File: src/design/aesp_pkg.sv
package aesp_pkg;

  localparam int DefMaxParams = 16;
  localparam int MaxResults = 16;
  localparam int QueueDepth = 4;
  localparam int ArgW = 21;
  localparam int ColW = 20;
  localparam int ValueLimit = 1000000;

  localparam logic [7:0] ChEsc = 8'h1B;
  localparam logic [7:0] ChDel = 8'h7F;
  localparam logic [7:0] ChBel = 8'h07;
  localparam logic [7:0] ChCr = 8'h0D;
  localparam logic [7:0] ChLf = 8'h0A;
  localparam logic [7:0] ChBs = 8'h08;
  localparam logic [7:0] ChTab = 8'h09;
  localparam logic [7:0] ChSpace = 8'h20;
  localparam logic [7:0] ChLbrack = 8'h5B;
  localparam logic [7:0] ChRbrack = 8'h5D;
  localparam logic [7:0] ChBslash = 8'h5C;
  localparam logic [7:0] ChSemi = 8'h3B;
  localparam logic [7:0] ChZero = 8'h30;
  localparam logic [7:0] ChNine = 8'h39;
  localparam logic [7:0] ChFinalLo = 8'h40;
  localparam logic [7:0] ChFinalHi = 8'h7E;

  localparam logic [4:0] CmdPrint = 5'd0;
  localparam logic [4:0] CmdBell = 5'd1;
  localparam logic [4:0] CmdCr = 5'd2;
  localparam logic [4:0] CmdLf = 5'd3;
  localparam logic [4:0] CmdBs = 5'd4;
  localparam logic [4:0] CmdTab = 5'd5;
  localparam logic [4:0] CmdUp = 5'd6;
  localparam logic [4:0] CmdDown = 5'd7;
  localparam logic [4:0] CmdFwd = 5'd8;
  localparam logic [4:0] CmdBack = 5'd9;
  localparam logic [4:0] CmdPos = 5'd10;
  localparam logic [4:0] CmdEraseDisp = 5'd11;
  localparam logic [4:0] CmdEraseLine = 5'd12;
  localparam logic [4:0] CmdSgrReset = 5'd13;
  localparam logic [4:0] CmdBold = 5'd14;
  localparam logic [4:0] CmdUnder = 5'd15;
  localparam logic [4:0] CmdInverse = 5'd16;
  localparam logic [4:0] CmdFg = 5'd17;
  localparam logic [4:0] CmdBg = 5'd18;

  typedef struct packed {
    logic [4:0] cmd;
    logic signed [ArgW-1:0] arg_a;
    logic [ColW-1:0] arg_b;
    logic last;
  } result_t;

  typedef struct packed {
    logic valid;
    logic [4:0] cmd;
    logic signed [ArgW-1:0] arg_a;
  } sgr_t;

  function automatic logic signed [ArgW-1:0] count_of(input logic signed [ArgW-1:0] v);
    count_of = (v <= 0) ? ArgW'(1) : v;
  endfunction

  function automatic sgr_t sgr_decode(input logic signed [ArgW-1:0] raw);
    logic signed [ArgW-1:0] p;
    sgr_t r;
    p = (raw < 0) ? '0 : raw;
    r.valid = 1'b1;
    r.cmd = CmdSgrReset;
    r.arg_a = '0;
    if (p == 0) begin
      r.cmd = CmdSgrReset;
    end else if (p == 1 || p == 22) begin
      r.cmd = CmdBold;
      r.arg_a = (p == 1) ? ArgW'(1) : '0;
    end else if (p == 4 || p == 24) begin
      r.cmd = CmdUnder;
      r.arg_a = (p == 4) ? ArgW'(1) : '0;
    end else if (p == 7 || p == 27) begin
      r.cmd = CmdInverse;
      r.arg_a = (p == 7) ? ArgW'(1) : '0;
    end else if (p >= 30 && p <= 37) begin
      r.cmd = CmdFg;
      r.arg_a = p - ArgW'(30);
    end else if (p == 39) begin
      r.cmd = CmdFg;
      r.arg_a = '1;
    end else if (p >= 90 && p <= 97) begin
      r.cmd = CmdFg;
      r.arg_a = p - ArgW'(82);
    end else if (p >= 40 && p <= 47) begin
      r.cmd = CmdBg;
      r.arg_a = p - ArgW'(40);
    end else if (p == 49) begin
      r.cmd = CmdBg;
      r.arg_a = '1;
    end else if (p >= 100 && p <= 107) begin
      r.cmd = CmdBg;
      r.arg_a = p - ArgW'(92);
    end else begin
      r.valid = 1'b0;
    end
    sgr_decode = r;
  endfunction

endpackage

File: src/design/aesp_front.sv
module aesp_front
  import aesp_pkg::*;
#(
  parameter int MAX_PARAMS = DefMaxParams
) (
  input  logic clk,
  input  logic rst,
  input  logic push,
  input  logic [7:0] byte_in,
  output logic ready,
  input  logic q_full,
  output logic out_valid,
  output result_t out_res
);

  localparam int IW = (MAX_PARAMS > 1) ? $clog2(MAX_PARAMS) : 1;
  localparam int CW = $clog2(MAX_PARAMS + 1);

  localparam logic [2:0] ST_GROUND = 3'd0;
  localparam logic [2:0] ST_ESC = 3'd1;
  localparam logic [2:0] ST_CSI = 3'd2;
  localparam logic [2:0] ST_OSC = 3'd3;
  localparam logic [2:0] ST_WRD = 3'd4;
  localparam logic [2:0] ST_WPROC = 3'd5;
  localparam logic [2:0] ST_WEND = 3'd6;

  logic [2:0] state, state_next;
  logic [CW-1:0] count, count_next;
  logic signed [ArgW-1:0] cur, cur_next;
  logic has, has_next;
  logic saw, saw_next;
  logic signed [ArgW-1:0] p0, p0_next, p1, p1_next;
  logic [CW-1:0] idx, idx_next;
  logic [4:0] emitted, emitted_next;
  logic pend_valid, pend_valid_next;
  result_t pend, pend_next;

  logic signed [ArgW-1:0] store [MAX_PARAMS];
  logic signed [ArgW-1:0] rd_q;
  logic st_we;
  logic [IW-1:0] st_waddr;
  logic signed [ArgW-1:0] st_wdata;

  logic take;
  logic signed [ArgW-1:0] pv, get0, get1;
  logic pushing;
  logic [CW-1:0] eff_count;
  logic signed [ArgW-1:0] eff_p0, eff_p1;
  logic [24:0] acc;
  sgr_t dec;
  logic produce;

  assign ready = (state == ST_GROUND || state == ST_ESC || state == ST_CSI
                  || state == ST_OSC) && !q_full;
  assign take = push && ready;

  always_ff @(posedge clk) begin
    if (st_we) begin
      store[st_waddr] <= st_wdata;
    end
    rd_q <= store[idx[IW-1:0]];
  end

  always_comb begin
    pv = has ? cur : '1;
    // A final commits the value being built only if anything was typed.
    pushing = has || (count != '0);
    eff_count = (pushing && count < CW'(MAX_PARAMS)) ? count + CW'(1) : count;
    eff_p0 = (pushing && count == CW'(0)) ? pv : p0;
    eff_p1 = (pushing && count == CW'(1)) ? pv : p1;
    get0 = (eff_count > CW'(0)) ? eff_p0 : '1;
    get1 = (eff_count > CW'(1)) ? eff_p1 : '1;
    acc = {4'd0, cur} * 25'd10 + {17'd0, byte_in - ChZero};
    dec = sgr_decode(rd_q);
    produce = dec.valid && emitted < 5'(MaxResults);
  end

  always_comb begin
    state_next = state;
    count_next = count;
    cur_next = cur;
    has_next = has;
    saw_next = saw;
    p0_next = p0;
    p1_next = p1;
    idx_next = idx;
    emitted_next = emitted;
    pend_valid_next = pend_valid;
    pend_next = pend;
    st_we = 1'b0;
    st_waddr = count[IW-1:0];
    st_wdata = pv;
    out_valid = 1'b0;
    out_res = '{cmd: CmdPrint, arg_a: '0, arg_b: '0, last: 1'b1};

    case (state)
      ST_GROUND: begin
        if (take) begin
          out_valid = 1'b1;
          if (byte_in == ChEsc) begin
            out_valid = 1'b0;
            state_next = ST_ESC;
          end else if (byte_in == ChDel) begin
            out_valid = 1'b0;
          end else if (byte_in >= ChSpace) begin
            out_res.arg_a = ArgW'(byte_in);
          end else if (byte_in == ChBel) begin
            out_res.cmd = CmdBell;
          end else if (byte_in == ChCr) begin
            out_res.cmd = CmdCr;
          end else if (byte_in == ChLf) begin
            out_res.cmd = CmdLf;
          end else if (byte_in == ChBs) begin
            out_res.cmd = CmdBs;
          end else if (byte_in == ChTab) begin
            out_res.cmd = CmdTab;
          end else begin
            out_valid = 1'b0;
          end
        end
      end
      ST_ESC: begin
        if (take) begin
          if (byte_in == ChLbrack) begin
            count_next = '0;
            cur_next = '1;
            has_next = 1'b0;
            state_next = ST_CSI;
          end else if (byte_in == ChRbrack) begin
            saw_next = 1'b0;
            state_next = ST_OSC;
          end else begin
            state_next = ST_GROUND;
          end
        end
      end
      ST_CSI: begin
        if (take) begin
          if (byte_in >= ChZero && byte_in <= ChNine) begin
            if (!has || cur < 0) begin
              cur_next = ArgW'(byte_in - ChZero);
            end else if (acc > 25'(ValueLimit)) begin
              cur_next = ArgW'(ValueLimit);
            end else begin
              cur_next = acc[ArgW-1:0];
            end
            has_next = 1'b1;
          end else if (byte_in == ChSemi) begin
            if (count < CW'(MAX_PARAMS)) begin
              st_we = 1'b1;
              count_next = count + CW'(1);
              if (count == CW'(0)) p0_next = pv;
              if (count == CW'(1)) p1_next = pv;
            end
            cur_next = '1;
            has_next = 1'b0;
          end else if (byte_in >= ChFinalLo && byte_in <= ChFinalHi) begin
            st_we = pushing && count < CW'(MAX_PARAMS);
            cur_next = '1;
            has_next = 1'b0;
            count_next = '0;
            state_next = ST_GROUND;
            out_valid = 1'b1;
            case (byte_in)
              "A": begin
                out_res.cmd = CmdUp;
                out_res.arg_a = count_of(get0);
              end
              "B": begin
                out_res.cmd = CmdDown;
                out_res.arg_a = count_of(get0);
              end
              "C": begin
                out_res.cmd = CmdFwd;
                out_res.arg_a = count_of(get0);
              end
              "D": begin
                out_res.cmd = CmdBack;
                out_res.arg_a = count_of(get0);
              end
              "H", "f": begin
                out_res.cmd = CmdPos;
                out_res.arg_a = count_of(get0);
                out_res.arg_b = ColW'(count_of(get1));
              end
              "J": begin
                out_res.cmd = CmdEraseDisp;
                out_res.arg_a = (get0 < 0) ? '0 : get0;
              end
              "K": begin
                out_res.cmd = CmdEraseLine;
                out_res.arg_a = (get0 < 0) ? '0 : get0;
              end
              "m": begin
                if (eff_count == CW'(0)) begin
                  out_res.cmd = CmdSgrReset;
                end else begin
                  // Hand the stored list to the walk, one entry at a time.
                  out_valid = 1'b0;
                  count_next = eff_count;
                  idx_next = '0;
                  emitted_next = '0;
                  pend_valid_next = 1'b0;
                  state_next = ST_WRD;
                end
              end
              default: out_valid = 1'b0;
            endcase
          end
        end
      end
      ST_OSC: begin
        if (take) begin
          if (saw && byte_in == ChBslash) begin
            saw_next = 1'b0;
            state_next = ST_GROUND;
          end else if (byte_in == ChBel) begin
            saw_next = 1'b0;
            state_next = ST_GROUND;
          end else begin
            saw_next = (byte_in == ChEsc);
          end
        end
      end
      ST_WRD: begin
        state_next = ST_WPROC;
      end
      ST_WPROC: begin
        if (!(produce && pend_valid && q_full)) begin
          if (produce) begin
            out_valid = pend_valid;
            out_res = pend;
            out_res.last = 1'b0;
            pend_valid_next = 1'b1;
            pend_next = '{cmd: dec.cmd, arg_a: dec.arg_a, arg_b: '0, last: 1'b1};
            emitted_next = emitted + 5'd1;
          end
          if (idx == count - CW'(1)) begin
            state_next = ST_WEND;
          end else begin
            idx_next = idx + CW'(1);
            state_next = ST_WRD;
          end
        end
      end
      ST_WEND: begin
        if (!pend_valid) begin
          count_next = '0;
          state_next = ST_GROUND;
        end else if (!q_full) begin
          out_valid = 1'b1;
          out_res = pend;
          out_res.last = 1'b1;
          pend_valid_next = 1'b0;
          count_next = '0;
          state_next = ST_GROUND;
        end
      end
      default: state_next = ST_GROUND;
    endcase
  end

  always_ff @(posedge clk) begin
    if (rst) begin
      state <= ST_GROUND;
      count <= '0;
      cur <= '1;
      has <= 1'b0;
      saw <= 1'b0;
      idx <= '0;
      emitted <= '0;
      pend_valid <= 1'b0;
    end else begin
      state <= state_next;
      count <= count_next;
      cur <= cur_next;
      has <= has_next;
      saw <= saw_next;
      idx <= idx_next;
      emitted <= emitted_next;
      pend_valid <= pend_valid_next;
    end
    p0 <= p0_next;
    p1 <= p1_next;
    pend <= pend_next;
  end

  a_no_push_when_full: assert property (@(posedge clk) disable iff (rst)
    out_valid |-> !q_full) else $error("result pushed into a full queue");
  a_emit_limit: assert property (@(posedge clk) disable iff (rst)
    emitted <= 5'(MaxResults)) else $error("too many results for one byte");
  a_no_take_in_walk: assert property (@(posedge clk) disable iff (rst)
    (state == ST_WRD || state == ST_WPROC || state == ST_WEND) |-> !ready)
    else $error("byte taken during parameter walk");
  a_walk_in_range: assert property (@(posedge clk) disable iff (rst)
    (state == ST_WPROC) |-> (idx < count)) else $error("walk index past count");

endmodule

File: src/design/aesp_queue.sv
module aesp_queue
  import aesp_pkg::*;
(
  input  logic clk,
  input  logic rst,
  input  logic wr_en,
  input  result_t wr_data,
  output logic q_full,
  input  logic pop,
  output logic empty,
  output result_t rd_data
);

  localparam int PW = $clog2(QueueDepth);

  result_t slots [QueueDepth];
  logic [PW-1:0] wr_ptr, rd_ptr;
  logic [PW:0] fill;
  logic do_pop;

  assign q_full = (fill == (PW+1)'(QueueDepth));
  assign empty = (fill == '0);
  assign do_pop = pop && !empty;
  assign rd_data = slots[rd_ptr];

  always_ff @(posedge clk) begin
    if (wr_en) begin
      slots[wr_ptr] <= wr_data;
    end
  end

  always_ff @(posedge clk) begin
    if (rst) begin
      wr_ptr <= '0;
      rd_ptr <= '0;
      fill <= '0;
    end else begin
      if (wr_en) wr_ptr <= wr_ptr + PW'(1);
      if (do_pop) rd_ptr <= rd_ptr + PW'(1);
      fill <= fill + (PW+1)'(wr_en) - (PW+1)'(do_pop);
    end
  end

  a_fill_bound: assert property (@(posedge clk) disable iff (rst)
    fill <= (PW+1)'(QueueDepth)) else $error("queue fill out of range");
  a_no_overflow: assert property (@(posedge clk) disable iff (rst)
    q_full && !do_pop |-> !wr_en) else $error("queue overflow");
  a_fill_tracks: assert property (@(posedge clk) disable iff (rst)
    (wr_en && !do_pop) |=> fill == $past(fill) + (PW+1)'(1))
    else $error("fill count did not advance");

endmodule

File: src/design/ansi_escape_sequence_parser_core.sv
// A result is written into the result queue in the same cycle that its byte is taken;
// SGR results follow as the walk reaches them, the last one written when the walk ends.
// Throughput: one byte per cycle while the queue is not full, except an SGR final,
// which walks its stored parameters one at a time through the single store read port.
// A four-entry result queue separates the parser from the consumer.
// Synchronous reset returns the parser to ground and empties the queue; the
// parameter store is not cleared and is only read below the stored count.
module ansi_escape_sequence_parser_core
  import aesp_pkg::*;
#(
  parameter int MAX_PARAMS = DefMaxParams
) (
  input  logic clk,
  input  logic rst,
  input  logic push,
  output logic full,
  input  logic [7:0] byte_in,
  output logic empty,
  input  logic pop,
  output logic [4:0] command,
  output logic signed [20:0] first_arg,
  output logic [19:0] second_arg,
  output logic last_of_run
);

  logic ready, q_full, f_valid;
  result_t f_res, q_res;

  aesp_front #(.MAX_PARAMS(MAX_PARAMS)) u_front (
    .clk(clk), .rst(rst), .push(push), .byte_in(byte_in), .ready(ready),
    .q_full(q_full), .out_valid(f_valid), .out_res(f_res)
  );

  aesp_queue u_queue (
    .clk(clk), .rst(rst), .wr_en(f_valid), .wr_data(f_res), .q_full(q_full),
    .pop(pop), .empty(empty), .rd_data(q_res)
  );

  assign full = !ready;
  assign command = q_res.cmd;
  assign first_arg = q_res.arg_a;
  assign second_arg = q_res.arg_b;
  assign last_of_run = q_res.last;

endmodule

File: config.mk
export PLATFORM = sky130hd
export DESIGN_NAME = ansi_escape_sequence_parser_core
export DESIGN_NICKNAME = d
export VERILOG_FILES = /design/src/design/aesp_pkg.sv /design/src/design/aesp_front.sv /design/src/design/aesp_queue.sv /design/src/design/ansi_escape_sequence_parser_core.sv
export SDC_FILE = /design/constraint.sdc
export NUM_CORES = 1
export LEC_CHECK = 0
export BUFFER_PORTS_ARGS = -buffer_cell sky130_fd_sc_hd__buf_4
export CAP_MARGIN = 0
export CORE_UTILIZATION = 55
export CTS_CLUSTER_DIAMETER = 50
export CTS_CLUSTER_SIZE = 28
export DETAILED_ROUTE_END_ITERATION = 12
export MAX_ROUTING_LAYER = met4
export PLACE_DENSITY_LB_ADDON = 0.2
export SYNTH_ARGS = -nofsm -noshare
export SYNTH_HDL_FRONTEND = slang
export SYNTH_SLANG_ARGS = --single-unit
File: constraint.sdc
create_clock -name clk -period 7.5 [get_ports clk]
set_input_delay 0.375 -clock clk [delete_from_list [all_inputs] [get_ports clk]]
set_output_delay 0.375 -clock clk [all_outputs]
set_load 0.005 [all_outputs]
======== Word-level counts from Yosys, hierarchy flattened ========
Memory sizes are Yosys's and may differ from the RTL's. A register that Yosys moved wholly into a read port is not among the register bits.
Index checks and enable logic that the tools add are counted.
cells by class
  add/sub/neg operators ................... 15
  multiply operators ...................... 1
  order comparisons ....................... 23
  eq/ne operators ......................... 58
  multiplexer cells ....................... 166
  bitwise gates (word level) .............. 2
  reductions and logical operators ........ 54
operators by type and width
  kind                   count
  $mux 21                16
  $mux 26                10
  $mux 47                4
  $mux 46                4
  $mux 5                 26
  $eq 8x7->1 const B     13
  $pmux 26 s4            1
  $pmux 21 s2            2
  $eq 21x6->1 const B    3
  $lt 21x1->1 const B    3
  $mux 1                 63
  $pmux 20 s3            1
  $mux 3                 18
  $mux 23                2
  $eq 21x4->1 const B    2
  $eq 21x7->1 const B    2
  $ge 21x8->1 const B    2
  $le 21x1->1 const B    2
  $le 21x7->1 const B    2
  $le 21x8->1 const B    2
  $sub 21x8->21 const B  2
  $mux 20                2
  $pmux 5 s8             1
  $eq 8x4->1 const B     4
  other kinds (62)       132
storage, ports and cells
  flip-flop bits (word level) ............. 117
  RAM bits ................................ 524
  input bits .............................. 12
  output and inout bits ................... 49
  logic and storage cells ................. 337
  memories ................................ 2
memories
  memory         depth  bits a word  read ports  clocked after Yosys merged registers in  write ports  RTL line          RTL
  u_front.store  16     21           1           1                                        1            aesp_front.sv:38  logic signed [ArgW-1:0] store [MAX_PARAMS];
  u_queue.slots  4      47           1           1                                        1            aesp_queue.sv:16  result_t slots [QueueDepth];

======== Depth between registers and ports, before layout ========
  word-level depth ........................ 21
  depth in mapped cells ................... 20
  gate-level depth less buffers ........... 18

======== By module ========
A second synthesis with hierarchy kept.
second synthesis, totals
  cell total of the unflattened synthesis .. 2005
  area total of the unflattened synthesis .. 30020.0 um^2
modules (own cells, without submodules)
  module                            instances  cells an instance  area each (um^2)  seq. area each (um^2)
  aesp_front                        1          1713               22734.3           13362.8
  aesp_queue                        1          291                7282.0            5825.6
  ansi_escape_sequence_parser_core  1          1                  3.8               0.0

======== Worst setup path after synthesis ========
No wires, ideal clock.
  path kind ............................... register to register
  start point ............................. register u_front.rd_q[20], read port of u_front.store
  end point ............................... memory u_queue.slots[0][0] in the netlist's numbering (enable)
  data arrival time ....................... 4.227 ns
  data required time ...................... 7.091 ns
  setup slack ............................. 2.864 ns
  stages on the path, launching flop included .. 16
  path buffers ............................ 2
  period minus slack after synthesis ...... 4.636 ns
  cell sequence ........................... dfxtp_1 -> clkbuf_1 -> inv_1 -> buf_2 -> nand2_1 -> inv_1 -> ha_1 -> and3b_1 -> o311ai_0 -> a41oi_1 -> o21a_1 -> a21boi_1 -> and2_4 -> a21o_4 -> o311ai_4 -> and2_1
on the way
  word-level cells in the longest chain between the ends .. 21
RTL lines
  item                                               RTL line                                RTL
  start: declaration                                 aesp_front.sv:39                        logic signed [ArgW-1:0] rd_q;
  $lt 21x1->1                                        aesp_pkg.sv:67                          p = (raw < 0) ? '0 : raw;
  $mux 21 (*)                                        aesp_pkg.sv:67
  $ge 21x8->1 / $le 21x8->1 (equally long branches)  aesp_pkg.sv:97                          end else if (p >= 100 && p <= 107) begin
  $logic_and 1x1->1                                  aesp_pkg.sv:97
  $mux 1                                             aesp_pkg.sv:97
  $mux 1                                             aesp_pkg.sv:94                          end else if (p == 49) begin
  $mux 1                                             aesp_pkg.sv:91                          end else if (p >= 40 && p <= 47) begin
  $mux 1                                             aesp_pkg.sv:88                          end else if (p >= 90 && p <= 97) begin
  (+5 left out)                                      n/a
  $mux 1 (*)                                         aesp_pkg.sv:71                          if (p == 0) begin
  $logic_and 1x1->1 (*)                              aesp_front.sv:75                        produce = dec.valid && emitted < 5'(MaxResults);
  $logic_and 1x1->1 (2 in series)                    aesp_front.sv:229                       if (!(produce && pend_valid && q_full)) begin
  $mux 1 (*)                                         aesp_front.sv:229
  $pmux 1 s4 (*)                                     aesp_front.sv:96                        case (state)
  via f_valid                                        ansi_escape_sequence_parser_core.sv:26  logic ready, q_full, f_valid;
  $mux 1 (*)                                         aesp_queue.sv:27                        if (wr_en) begin
  $mux 1 (not written as such) (*)                   aesp_queue.sv:28                        slots[wr_ptr] <= wr_data;
  end: declaration                                   aesp_queue.sv:16
Mark *: on every way through the listed nets, which the timed path passes. The rest lies on a longest branch.

======== Worst setup path after layout ========
  start point ............................. register u_front.rd_q[20], read port of u_front.store
  end point ............................... memory u_queue.slots[1][10] in the netlist's numbering (enable)
The elaborated chain is that of the path after synthesis.

==> results.tsv <==
metric	value	unit
Fill cells	3920	
Hold Vio Cnt, Final	0	
Post-synth EDFFs	591	
Reg clk slew, reported paths	80	ps
worst-path cell chain	buf_4 -> inv_1 -> nand2_1 -> inv_1 -> ha_1 -> and3b_1 -> o311ai_0 -> a41oi_1 -> o21a_1 -> a21boi_1 -> and2_4 -> a21o_4 -> o311ai_4 -> and2_2 -> buf_4	
syn nets	2131	
internal power	0.00606	W
Setup TNS	0	ps
Hold WS	90.1	ps
sequential-to-total area share from yosys stat	0.630	
Tightest Pin Transition	1280	ps
final period utilization	0.700	
crit start category	register	
share of post-route cells with drive strength above 1	0.199	
most common library cell in the layout ignoring fill and taps	edfxtp_1	
CP Buf/Inv Count	4	
Detailed Route Iter0 Violations	1596	
Final nets	2183	
Syn Inst Count	2042	
WL/cell	26.1	microns
# rows	85	
fmax	191	MHz
Post-Route WL	74100	microns
Max-Cap Viols	0	
Global Route met1 Usage	0.367	
syn_area_per_cell	14.9	sq um
clock sinks	663	
post-synthesis cell type count	100	
met3 Usage GRT	0.0345	
CP endpoint kind	register	
met2 Usage GRT	0.447	
CTS tree	built	
largest net degree at the start of global routing	51	
Die Ht	237	microns
RSZ-0062 raised after global routing	false	
Post CTS Setup Buffer Count	0	
commonest cells after routing, fill and taps aside	edfxtp_1 (591), nand2_1 (155), mux4_2 (152), buf_4 (102), nor2_1 (98)	
Worst Path Required	7790	ps
slowest CP cell	and2_2	
final slew viol count	0	
DRC violation count after routing	0	
Die Wd	237	microns
First-pass DRT Iterations	5	
vias per std cell	6.50	
Placer Congestion	0.954	
clock skew	72.2	ps
Initial Utilization	0.561	
Clk pwr share	0.382	
area grow syn2layout	10.7	%
IO Port Bufs	60	
Ports	61	
critical path's largest stage delay	640	ps
Final setup violation count	0	
fraction of power consumed by sequential logic	0.525	
post-CTS sizing	0	
register area	0.0192	sq mm
switch share	0.240	
outcome	finished, final reports clean	
vias in the first global route	18100	
PwrDens	237	mW/mm^2
global-route wire length before repair	112000	microns
Synth Warn #	0	
CTS H-tree depth	2	
Root Buffer	clkbuf_16	
total gr overflow	0	
Die Area	0.0563	sq mm
Num CTS Buffers	54	
Worst VDD drop	0.000209	V
post-layout min period	5250	ps
largest fanout on the critical path	24	
Data arrival, critical path	5540	ps
multi-input logic area	0.0107	sq mm
All-Layer GR Usage	0.275	
Setup CP Type	reg2reg	
Vias	18400	
worst-case clock buffer depth	3	
initial antenna violation count	4	
Combinational Power Share	0.092	
share of flip-flops with an asynchronous set or reset	0	
hold crit path type	in2reg	
Placeable Area	0.0542	sq mm
Slew HR	0.145	
Sw Pwr	0.00191	W
prevailing post-synth register cell	edfxtp_1	
Leak	9.71	nW
Final ANT Viol Nets	0	
crit-path leading delay family	compound AO/OA/AOI/OAI gates	
hold_buf cts	0	
Post-Synthesis Cell Area	0.0304	sq mm
Worst-Skew Late Latency	660	ps
Post-DP HPWL	48100	microns
Synth Register Bits	663	
gr busiest metal	met2	
power by group through the flow:
stage / registers, W / clock network (W) / logic [W]
3_5_place_dp: 0.00428 / 0 / 0.000744
5_1_grt: 0.00421 / 0.00324 / 0.000796
2_1_floorplan: 0.00421 / 0 / 0.000503
4_1_cts: 0.00420 / 0.00310 / 0.000748
6_report: 0.00419 / 0.00305 / 0.000737
3_3_place_gp: 0.00427 / 0 / 0.000741
flip-flops by register name, indices dropped and copies added, names as in the netlist, named ones only:
name,cells
u_front.rd_q,21
u_front.has,1
u_front.idx,5
u_front.cur,21
u_front.store,336
u_front.state,3
u_front.count,5
u_queue.slots,188
u_queue.rd_ptr,2
u_front.emitted,5
u_front.pend_valid,1
u_queue.wr_ptr,2
u_queue.fill,3
u_front.saw,1
u_front.p0,21
u_front.pend,25
u_front.p1,21
metal layers:
metal	vias to the layer above	part of all wire	wire, microns
met4	0	0.024	1760
met3	123	0.056	4120
met5	-	0	0
met2	707	0.50	36800
met1	9372	0.42	31400
li1	8237	-	-
cell type report:
cell class                 count  area share
sequential                   663       0.570
multi-input combinational   1226       0.318
clock buffer                  58      0.0412
tap                          696      0.0258
timing repair buffer         102      0.0227
clock inverter                44      0.0170
inverter                      47     0.00523
antenna                        2    0.000148
through the flow:
| stage | instances | power [W] | setup WS [ps] | area, sq um | util |
|---|---|---|---|---|---|
| 3_5_place_dp | 2734 | 0.00502 | 2270 | 31700 | 0.585 |
| 3_3_place_gp | 2734 | 0.00501 | 2300 | 31700 | 0.585 |
| 5_1_grt | 2837 | 0.00825 | 1970 | 33700 | 0.621 |
| 4_1_cts | 2836 | 0.00804 | 2250 | 33700 | 0.621 |
| 6_report | 2838 | 0.00798 | 2250 | 33700 | 0.621 |
| 2_1_floorplan | 2042 | 0.00471 | 2860 | 30400 | - |
kinds of logic after synthesis:
logic type | after synthesis | share of synthesized area
muxes | 178 | 0.121
adders and majority gates | 77 | 0.0324
buffers and inverters | 153 | 0.0198
xor gates and xnor gates | 53 | 0.0152
and+or+nand+nor | 532 | 0.0909
DFF | 663 | 0.630
AOI/OAI and AO/OA | 386 | 0.0904
cell usage after synthesis (all sizes together), types with 5 or more instances:
cell type	count	area [sq um]
nand2	155	582
nor3b	6	45.0
clkbuf	74	278
o31ai	14	110
edfxtp	591	17700
mux2i	26	260
o211ai	14	110
or4	7	52.6
ha	74	926
o22ai	12	75.1
or2	8	50.1
and4	6	52.6
o2111ai	8	82.6
nand3	30	150
a31oi	31	194
nor2b	27	169
a221oi	12	105
and3	16	100
nor4	29	254
o21ai	62	310
nand2b	29	181
nand4	23	144
buf	32	150
nor2	111	419
a211oi	18	135
a311oi	9	110
inv	45	169
mux4	152	3420
nand3b	5	37.5
o21a	8	60.1
a211o	5	43.8
a21o	24	188
a21boi	9	71.3
xor2	21	184
dfxtp	72	1440
a21oi	92	475
xnor2	32	280
nor3	29	145
o311ai	5	68.8
and2	23	146
a22o	18	158
or3	14	97.6
worst register-to-register path, stage by stage (launching register included):
cell and delay (ps):
dfxtp_1 320, buf_4 230, inv_1 280, nand2_1 320, inv_1 150, ha_1 240, and3b_1 170, o311ai_0 400
a41oi_1 260, o21a_1 340, a21boi_1 210, and2_4 180, a21o_4 240, o311ai_4 410, and2_2 640, buf_4 460
path summary, 6_finish.rpt:
check	slack [ps]	from	to	depth (start not counted)
max reg2reg	2250	u_front.rd_q[20]$_DFF_P_	u_queue.slots[1][10]$_DFFE_PP_	15
max	2250	u_front.rd_q[20]$_DFF_P_	u_queue.slots[1][10]$_DFFE_PP_	15
min reg2reg	530	u_front.emitted[3]$_SDFFE_PP0P_	u_front.emitted[3]$_SDFFE_PP0P_	2
min	90	rst	u_queue.wr_ptr[1]$_SDFFE_PP0P_	2
(Power assumes the default switching activity.)
